==> src/rtl/core/frq_pkg.sv <==
`timescale 1ns / 1ps
// ----------------------------------------------------------------------------
// frq_pkg
// Shared types and constants for the FIR frequency response evaluator.
// ----------------------------------------------------------------------------
package frq_pkg;

   localparam int TAP_IDX_W  = 8;
   localparam int COEF_W     = 16;
   localparam int POINT_W    = 10;
   localparam int OUT_W      = 24;
   localparam int NTAPS_W    = 9;
   localparam int NPOINTS_W  = 11;
   localparam int CSR_IDX_W  = 1;
   localparam int CSR_DATA_W = 11;

   localparam logic KIND_LOAD  = 1'b0;
   localparam logic KIND_QUERY = 1'b1;

   localparam logic [CSR_IDX_W-1:0] CSR_NUM_TAPS   = 1'b0;
   localparam logic [CSR_IDX_W-1:0] CSR_NUM_POINTS = 1'b1;

   localparam logic [NTAPS_W-1:0]   NUM_TAPS_RST   = 9'd256;
   localparam logic [NPOINTS_W-1:0] NUM_POINTS_RST = 11'd512;

   localparam longint unsigned PI_Q30 = 64'd3373259426;

   localparam logic signed [OUT_W-1:0] OUT_MAX = 24'sh7FFFFF;
   localparam logic signed [OUT_W-1:0] OUT_MIN = -24'sh800000;

   typedef struct packed {
      logic                     is_query;
      logic [TAP_IDX_W-1:0]     tap_index;
      logic signed [COEF_W-1:0] coefficient;
      logic [POINT_W-1:0]       point;
      logic                     oor;
   } entry_type;

   typedef struct packed {
      logic pop;
      logic clearing;
   } back_ctl_type;

   typedef enum logic [2:0] {
      ST_CLEAR,
      ST_IDLE,
      ST_DIV,
      ST_MAC,
      ST_DRAIN,
      ST_FINISH
   } state_type;

endpackage

==> src/rtl/core/frq_if.sv <==
`timescale 1ns / 1ps
// ----------------------------------------------------------------------------
// frq interfaces
// Request, response and register-write channels with valid/ready.
// ----------------------------------------------------------------------------
interface frq_req_if import frq_pkg::*; ();
   logic                     valid;
   logic                     ready;
   logic                     kind;
   logic [TAP_IDX_W-1:0]     tap_index;
   logic signed [COEF_W-1:0] coefficient;
   logic [POINT_W-1:0]       point_index;
   modport source (output valid, kind, tap_index, coefficient, point_index, input ready);
   modport sink   (input valid, kind, tap_index, coefficient, point_index, output ready);
endinterface


==> src/rtl/core/frq_front.sv <==
`timescale 1ns / 1ps
// ----------------------------------------------------------------------------
// frq_front
// Accepts request transactions, flags out-of-range points, two-entry queue.
// ----------------------------------------------------------------------------
module frq_front import frq_pkg::*; #(
   parameter int PNT_W = 11
) (
   input  logic             clock,
   input  logic             reset,
   frq_req_if.sink          req_bus,
   input  logic [PNT_W-1:0] p_eff,
   input  back_ctl_type     back_ctl,
   output logic             q_valid,
   output entry_type        q_entry
);

   localparam int CMP_W = ((PNT_W > POINT_W) ? PNT_W : POINT_W) + 1;

   entry_type  mem_ff [2];
   logic       wr_ff, wr_in;
   logic       rd_ff, rd_in;
   logic [1:0] cnt_ff, cnt_in;
   logic       push;
   entry_type  new_entry;

   assign req_bus.ready = !back_ctl.clearing && (cnt_ff != 2'd2);
   assign push          = req_bus.valid && req_bus.ready;

   always_comb begin
      new_entry.is_query    = (req_bus.kind == KIND_QUERY);
      new_entry.tap_index   = req_bus.tap_index;
      new_entry.coefficient = req_bus.coefficient;
      new_entry.point       = req_bus.point_index;
      new_entry.oor         = (CMP_W'(req_bus.point_index) >= CMP_W'(p_eff));
   end

   assign q_valid = (cnt_ff != 2'd0);
   assign q_entry = mem_ff[rd_ff];

   always_comb begin
      wr_in  = push ? !wr_ff : wr_ff;
      rd_in  = back_ctl.pop ? !rd_ff : rd_ff;
      cnt_in = cnt_ff + 2'(push) - 2'(back_ctl.pop);
   end

   always_ff @(posedge clock) begin
      if (reset) begin
         wr_ff  <= 1'b0;
         rd_ff  <= 1'b0;
         cnt_ff <= 2'd0;
      end else begin
         wr_ff  <= wr_in;
         rd_ff  <= rd_in;
         cnt_ff <= cnt_in;
      end
   end

   always_ff @(posedge clock) begin
      if (push) begin
         mem_ff[wr_ff] <= new_entry;
      end
   end

endmodule

==> src/flat_wrapper.sv <==
// flat-port wrapper written by rule: the top's interface ports become plain ports
module frq_front_flat import frq_pkg::*;
#(
   parameter int PNT_W = 11
)
  (clock, reset, p_eff, back_ctl, q_valid, q_entry, req_bus_valid, req_bus_kind, req_bus_tap_index, req_bus_coefficient, req_bus_point_index, req_bus_ready);
  frq_req_if req_bus_i ();
  input  logic clock;
  input  logic reset;
  input  logic [PNT_W-1:0] p_eff;
  input  back_ctl_type back_ctl;
  output logic q_valid;
  output entry_type q_entry;
  input wire logic [$bits(req_bus_i.valid)-1:0] req_bus_valid;
  input wire logic [$bits(req_bus_i.kind)-1:0] req_bus_kind;
  input wire logic [$bits(req_bus_i.tap_index)-1:0] req_bus_tap_index;
  input wire logic [$bits(req_bus_i.coefficient)-1:0] req_bus_coefficient;
  input wire logic [$bits(req_bus_i.point_index)-1:0] req_bus_point_index;
  output wire logic [$bits(req_bus_i.ready)-1:0] req_bus_ready;
  assign req_bus_i.valid = req_bus_valid;
  assign req_bus_i.kind = req_bus_kind;
  assign req_bus_i.tap_index = req_bus_tap_index;
  assign req_bus_i.coefficient = req_bus_coefficient;
  assign req_bus_i.point_index = req_bus_point_index;
  assign req_bus_ready = req_bus_i.ready;
  frq_front #(.PNT_W(PNT_W)) u_core (.clock(clock), .reset(reset), .req_bus(req_bus_i), .p_eff(p_eff), .back_ctl(back_ctl), .q_valid(q_valid), .q_entry(q_entry));
endmodule
==> config.mk <==
export PLATFORM = sky130hd
export DESIGN_NAME = frq_front_flat
export DESIGN_NICKNAME = d
export VERILOG_FILES = /design/src/rtl/core/frq_pkg.sv /design/src/rtl/core/frq_if.sv /design/src/rtl/core/frq_front.sv /design/src/flat_wrapper.sv
export SDC_FILE = /design/constraint.sdc
export NUM_CORES = 1
export LEC_CHECK = 0
export ABC_CLOCK_PERIOD_IN_PS = 5700
export BUFFER_PORTS_ARGS = -buffer_cell sky130_fd_sc_hd__buf_2
export CAP_MARGIN = 0
export CORE_MARGIN = 2
export CORE_UTILIZATION = 50
export DETAILED_ROUTE_END_ITERATION = 10
export GPL_ROUTABILITY_DRIVEN = 1
export PLACE_DENSITY = 0.88
export SYNTH_ARGS = -nofsm -noshare
export SYNTH_HDL_FRONTEND = slang
export SYNTH_SLANG_ARGS = --single-unit
==> constraint.sdc <==
create_clock -name clock -period 5.7 [get_ports clock]
set_clock_uncertainty 0.15 [all_clocks]
set_input_delay 0 -clock clock [delete_from_list [all_inputs] [get_ports clock]]
set_output_delay 0 -clock clock [all_outputs]
set_load 0.05 [all_outputs]
; Word level (Yosys, flattened, before mapping)
; Memory sizes are Yosys's and may differ from the RTL's. A register that Yosys moved wholly into a read port is not among the register bits.
; Cells that the tools add are included.
; Widths: inputs -> output; s select.
[op_classes]
eq_ne = 1
addsub = 2
n_lt_le_gt_ge = 1
reduce_logical = 6
mux = 4
[op_table]
columns = op, count
row1 = $ge 10x11->1, 1
row2 = $mux 1, 4
row3 = $logic_not 1->1, 3
row4 = $add 2x1->2, 1
row5 = $logic_and 1x1->1, 2
row6 = $ne 2x2->1 const B, 1
row7 = $reduce_bool 2->1, 1
row8 = $sub 2x1->2, 1
[totals]
n_memories = 1
input_bits = 51
register_bits = 4
output_inout_bits = 38
ram_bits = 72
[mem_list]
columns = memory, words, word_bits, rd, rd_clocked_by_memory_dff, wr, line_no
row1 = u_core.mem_ff, 2, 36, 1, 1, 1, frq_front.sv:20  ; entry_type mem_ff [2];

; Longest topological paths before layout
; Gate-level depths: netlist (run 1).
[depth]
depth_word = 5
depth_mapped = 7
ltp_nobuf = 7

; Worst setup path before layout (run 1)
; Ideal clock, no wire load.
[synth_timing]
path_type = register to register
startpoint = register u_core.cnt_ff[1]
endpoint = memory u_core.mem_ff[0][0] (netlist bit) (enable)
required_time_ps = 5117
stages_incl_launch_ff = 3
path_slack_ps = 2810
period_less_slack_ps = 2890
t_arrival_ps = 2306
path_cell_list = dfxtp_1 > a211oi_4 > nor2b_1
[synth_via]
elab_chain_len = 5
[synth_rtl]
columns = element, line_no
row1 = from (decl), frq_front.sv:23  ; logic [1:0] cnt_ff, cnt_in;
row2 = from (signal assigned), frq_front.sv:55  ; cnt_ff <= cnt_in;
row3 = $ne 2x2->1, frq_front.sv:27  ; assign req_bus.ready = !back_ctl.clearing && (cnt_ff != 2'd2);
row4 = $logic_and 1x1->1, frq_front.sv:27
row5 = $logic_and 1x1->1, frq_front.sv:28  ; assign push = req_bus.valid && req_bus.ready;
row6 = $mux 1, frq_front.sv:60  ; if (push) begin
row7 = $mux 1 (not written as such), frq_front.sv:61  ; mem_ff[wr_ff] <= new_entry;
row8 = to (decl), frq_front.sv:20
; Every way passes these cells.

; Final worst setup path (run 1)
[layout_timing]
startpoint = register u_core.cnt_ff[1]
endpoint = memory u_core.mem_ff[0][2] (netlist bit) (enable)
; The elaborated chain is that of the path after synthesis.

==> results of run 1 <==
==> synthesized netlist by cell type <==
| library cell | n | area share [%] |
|---|---|---|
| and2_1 | 1 | 0.20 |
| ha_1 | 12 | 4.9 |
| dfxtp_1 | 5 | 3.2 |
| buf_2 | 1 | 0.16 |
| a21o_1 | 1 | 0.24 |
| nor2_1 | 5 | 0.61 |
| inv_2 | 1 | 0.12 |
| nor2b_1 | 3 | 0.61 |
| edfxtp_1 | 72 | 70 |
| xor2_1 | 1 | 0.28 |
| mux2_2 | 36 | 13 |
| o22ai_1 | 1 | 0.20 |
| a211oi_4 | 1 | 0.65 |
| o21ai_0 | 2 | 0.32 |
| a21oi_1 | 6 | 0.97 |
| or2_2 | 1 | 0.20 |
| nand2_1 | 3 | 0.37 |
| inv_1 | 12 | 1.5 |
| xnor2_1 | 3 | 0.85 |
| buf_6 | 3 | 1.1 |
| nand4b_1 | 1 | 0.28 |
==> layout make-up <==
type | instances | area share (%)
clock inverter | 2 | 0.240
tap | 75 | 2.25
multi-input combinational | 77 | 17.8
sequential | 77 | 54.2
clock buffer | 14 | 3.90
timing repair buffer | 129 | 20.4
inverter | 13 | 1.17
==> metal layers <==
layer / track usage [%] / share of wire, % / up-vias
met5: 0 / 0 / -
met4: 10.0 / 3.3 / 0
met3: 3.80 / 4.9 / 14
met2: 31.4 / 53 / 68
met1: 17.2 / 39 / 851
li1: - / - / 907
==> state kept, by name, summed over array words and instances, names as in the netlist, named ones only <==
| name | flops |
|---|---|
| u_core.cnt_ff | 2 |
| u_core.wr_ff | 1 |
| u_core.rd_ff | 1 |
| u_core.mem_ff | 72 |
==> worst max-delay path by stage <==
stage | startpoint | endpoint | slack [ns]
2_1_floorplan | u_core.cnt_ff[1] | u_core.mem_ff[0][0] | 2.81
3_3_place_gp | u_core.cnt_ff[1] | u_core.mem_ff[0][22] | 3.60
3_5_place_dp | u_core.cnt_ff[1] | u_core.mem_ff[0][9] | 3.55
4_1_cts | u_core.cnt_ff[1] | u_core.mem_ff[0][14] | 3.57
5_1_grt | u_core.cnt_ff[1] | u_core.mem_ff[0][14] | 3.47
6_report | u_core.cnt_ff[1] | u_core.mem_ff[0][2] | 3.60
==> per-stage QoR <==
| step | instances | power, uW | hold WS, ns |
|---|---|---|---|
| after floorplan | 171 | 889 | -0.0784 |
| after global placement | 330 | 946 | 0.0411 |
| after detailed placement | 330 | 954 | 0.0453 |
| after CTS | 387 | 1330 | 0.127 |
| after global routing | 387 | 1380 | 0.194 |
| final | 387 | 1320 | 0.152 |
==> logic make-up after synthesis <==
kind of cell               Yosys count  share of synthesized area [%]
AOI/OAI and AO/OA                   11                           2.39
xor gates and xnor gates             4                           1.14
adders and majority gates           12                           4.87
buffers and inverters               17                           2.84
DFF                                 77                           73.3
muxes                               36                           13.1
and+or+nand+nor                     14                           2.27
==> worst register-to-register path: cells and delay by family (launching register included) <==
family	cells	cell delay [ns]
AND/OR/NAND/NOR	1	0.88
flip-flops	1	0.37
AO/OA/AOI/OAI	1	0.31
==> power groups by stage <==
stage | logic [uW] | clock network [uW] | registers [uW]
finish | 282 | 353 | 681
global route | 301 | 391 | 685
CTS | 283 | 364 | 681
detailed placement | 260 | 0 | 694
global placement | 255 | 0 | 691
floorplan | 208 | 0 | 681
==> impl_metrics.json, run 1 <==
{
  "worst_ep_arrival_time_ns": 1.90,
  "dieHeight_um": 82.5,
  "hold_start": "p_eff[9]",
  "r2r_cells": 2,
  "min_period_over_period_pct": 36.9,
  "hold_viol": 0,
  "netlist_area_sq_um": 3080,
  "htree_levels": 3,
  "synth_nets": 234,
  "layout.nets": 370,
  "netlist_instances": 171,
  "worst_setup_path_end_kind": "flip-flop",
  "final_cell_mix": "buf_2 (88), edfxtp_1 (72), dlygate4sd3_1 (41)",
  "track_usage_pct": 16.9,
  "regToRegSetupSlack_ns": 3.60,
  "cts_resized": 0,
  "outcome": "finished, final reports clean",
  "antenna_found_initial": 0,
  "setup_viol": 0,
  "setup_ws_ns": 3.60,
  "maxCapViolations": 0,
  "tritoncts": "built",
  "regArea_sq_um": 2260,
  "slowest_stage": "nor2b_4",
  "place_congestion": 0.725,
  "clock_power_share_pct": 26.9,
  "io_pins": 89,
  "hold_end": "u_core.mem_ff[1][0]",
  "startpoint_type": "flip-flop",
  "ctsHoldBuffers": 41,
  "leakagePower_uw": 0.00168,
  "critical_path_class": "flip-flop to flip-flop",
  "num_antenna_cells": 0,
  "drcViolationCount": 0,
  "cts-root-buf": "clkbuf_8",
  "cts_setup_buffers": 0,
  "fin_area_sq_um": 4170,
  "dp_hpwl_um": 3300,
  "critical_path.max_stage_delay_ns": 0.88,
  "worst_pin_slew_ns": 1.02,
  "ys_seq_area_share_pct": 73.3,
  "routed_wirelength_um": 5360,
  "timing.rr.start": "u_core.cnt_ff[1]",
  "synth_cell_types": 21,
  "grt_pass1_wl_um": 8290,
  "power.switching_uw": 375,
  "path_cells": "a211oi_4, nor2b_4",
  "worstPathMaxFanout": 36,
  "area_delta_synth_final_pct": 35.3,
  "clock_path_buffers": 2,
  "synth_seq_cells": 77,
  "numCtsBuffers": 9,
  "relSlewSlack_pct": 32.2,
  "core-area_sq_um": 5960,
  "crit_required_ns": 5.50,
  "cts.sink_count": 77,
  "port_buffers": 88,
  "cp_top_family": "simple AND/OR/NAND/NOR gates",
  "setup_tns_ns": 0,
  "drt_iter0_drc": 71,
  "fillers": 398,
  "max_clock_freq_ghz": 0.476,
  "die_w_um": 82.5,
  "power.internal_uw": 941,
  "gr-total-overflow": 0,
  "combinationalPowerShare_pct": 21.4,
  "firstDrtPassIters": 4,
  "yosys_warnings": 0,
  "clk_pin_slew_ns": 0.07,
  "period_minus_slack_ns": 2.10,
  "reg2reg_to": "u_core.mem_ff[0][2]",
  "rows": 28,
  "report.final.slew_viol_count": 0,
  "cp.depth": 2,
  "rsz0062_at_grt": "no",
  "ant_nets": 0,
  "syn_avg_cell_area_sq_um": 18.0,
  "holdPathStages": 5,
  "p_per_area_nw_per_um2": 315,
  "grt_pass1_vias": 1946,
  "start_util_pct": 51.8,
  "hp-class": "input pin to flip-flop",
  "peakVddDrop_uv": 217,
  "vias": 1840,
  "drive_above_1_share_pct": 45.8,
  "p_seq_share_pct": 51.7,
  "dpl_cell_area_sq_um": 3590,
  "p_sw_share_pct": 28.5,
  "grt_max_degree": 37,
  "dp_slack_ns": 3.55,
  "multi_input_area_sq_um": 743,
  "wl_per_cell_um": 13.9,
  "dieArea_sq_um": 6810,
  "fin_util_pct": 70.1,
  "path_buf_inv": 0,
  "avgViaCountPerCell": 4.75,
  "clk_latency_ns": 0.33,
  "final_common_cell": "buf_2"
}
(Power assumes the default switching activity.)
==> inputs of run 2 (changes only) <==
Settings changed: ABC_CLOCK_PERIOD_IN_PS 5700 to 1960.
Clock period 5.7 ns to 1.96 ns, I/O delays scaled along.
==> impl_metrics.json, run 2 (same netlist as run 1, synthesis figures left out) <==
{
  "hold_viol": 0,
  "worst_setup_path_end_kind": "flip-flop",
  "max_clock_freq_ghz": 0.580,
  "drcViolationCount": 0,
  "dp.cells": 336,
  "setup_ws_ns": 0.236,
  "clk_latency_ns": 0.32,
  "p_per_area_nw_per_um2": 891,
  "vias": 1878,
  "cts_setup_buffers": 0,
  "grt_max_degree": 21,
  "dieArea_sq_um": 6810,
  "io_pins": 89,
  "rsz0062_at_grt": "no",
  "wl_per_cell_um": 14.6,
  "largest_reg_flops": 72,
  "grt_pass1_wl_um": 8340,
  "core-area_sq_um": 5960,
  "clock_path_buffers": 2,
  "worst_pin_slew_ns": 0.265,
  "worst_ep_arrival_time_ns": 1.78,
  "clk_pin_slew_ns": 0.07,
  "regMostFlops": "u_core.mem_ff",
  "leakagePower_uw": 0.00168,
  "period_minus_slack_ns": 1.72,
  "peakVddDrop_uv": 467,
  "antenna_found_initial": 0,
  "final_cell_mix": "buf_2 (88), edfxtp_1 (72), dlygate4sd3_1 (39)",
  "htree_levels": 3,
  "final_common_cell": "buf_2",
  "layout.nets": 374,
  "largestRegisters": "u_core.mem_ff (72), u_core.cnt_ff (2)",
  "critical_path_class": "flip-flop to flip-flop",
  "tritoncts": "built",
  "finalPower_uw": 3710,
  "worstPathMaxFanout": 4,
  "hp-class": "input pin to flip-flop",
  "port_buffers": 88,
  "report.final.slew_viol_count": 0,
  "crit_required_ns": 2.02,
  "start_util_pct": 51.8,
  "firstDrtPassIters": 4,
  "dieHeight_um": 82.5,
  "post_layout_nonfiller_instances": 389,
  "rows": 28,
  "dp_slack_ns": 0.320,
  "die_w_um": 82.5,
  "track_usage_pct": 17.3,
  "min_period_over_period_pct": 88.0,
  "num_antenna_cells": 0,
  "area_delta_synth_final_pct": 35.2,
  "ant_nets": 0,
  "routed_wirelength_um": 5660,
  "maxCapViolations": 0,
  "grt_pass1_vias": 1976,
  "gr-total-overflow": 0,
  "place_congestion": 0.698,
  "setup_tns_ns": 0,
  "drive_above_1_share_pct": 46.5,
  "drt_iter0_drc": 94,
  "setup_viol": 0,
  "numCtsBuffers": 9,
  "cts.sink_count": 77,
  "startpoint_type": "flip-flop",
  "dp_hpwl_um": 3710,
  "relSlewSlack_pct": 82.3,
  "cts-root-buf": "clkbuf_8",
  "avgViaCountPerCell": 4.83,
  "outcome": "finished, final reports clean"
}
==> run 2: final timing paths <==
kind                 endpoint  slack (ns)              from  cells after the start
max              u_core.wr_ff        0.24  u_core.cnt_ff[1]                      4
min          u_core.cnt_ff[0]        0.11       back_ctl[0]                      4
max reg2reg      u_core.wr_ff        0.24  u_core.cnt_ff[1]                      4
min reg2reg      u_core.rd_ff        0.37      u_core.rd_ff                      2
==> run 2: cell type report <==
type / count / area, sq um
fill: 411 / 1790
clock inverter: 5 / 20.0
inverter: 13 / 48.8
clock buffer: 9 / 124
sequential: 77 / 2260
timing repair buffer: 133 / 876
tap: 75 / 93.8
multi-input combinational: 77 / 743
==> run 2: through the flow <==
stage,area (sq um),hold slack (ns),utilization [%]
floorplan,3090,-0.0784,-
global placement,3630,0.0404,61.0
detailed placement,3630,0.0416,61.0
CTS,4170,0.0925,70.0
global route,4170,0.119,70.0
finish,4170,0.105,70.0
==> run 2: repair_timing <==
action / 4_1_cts / 5_1_grt
hold buffers: 39 / 0
resized for setup: 0 / 0
hold endpoints to repair: 77 / 0
==> run 2: report_power, final <==
part / switching (uW) / internal (uW)
logic: 554 / 302
clock network: 479 / 426
registers: 38.4 / 1920
total: 1070 / 2640
==> run 2: metal layers <==
metal | global-route usage, % | wire, um | share of wire (%)
met1 | 15.5 | 2090 | 37
met2 | 34.3 | 3220 | 57
met3 | 5.11 | 262 | 4.6
met4 | 8.36 | 97 | 1.7
met5 | 0 | 0 | 0
==> run 2: worst max-delay path, cell delays in order, from the launching register on <==
cell and delay [ns]:
dfxtp_1 0.37, a211oi_4 0.33, xnor2_1 0.15, nor2_1 0.06
dlygate4sd3_1 0.55
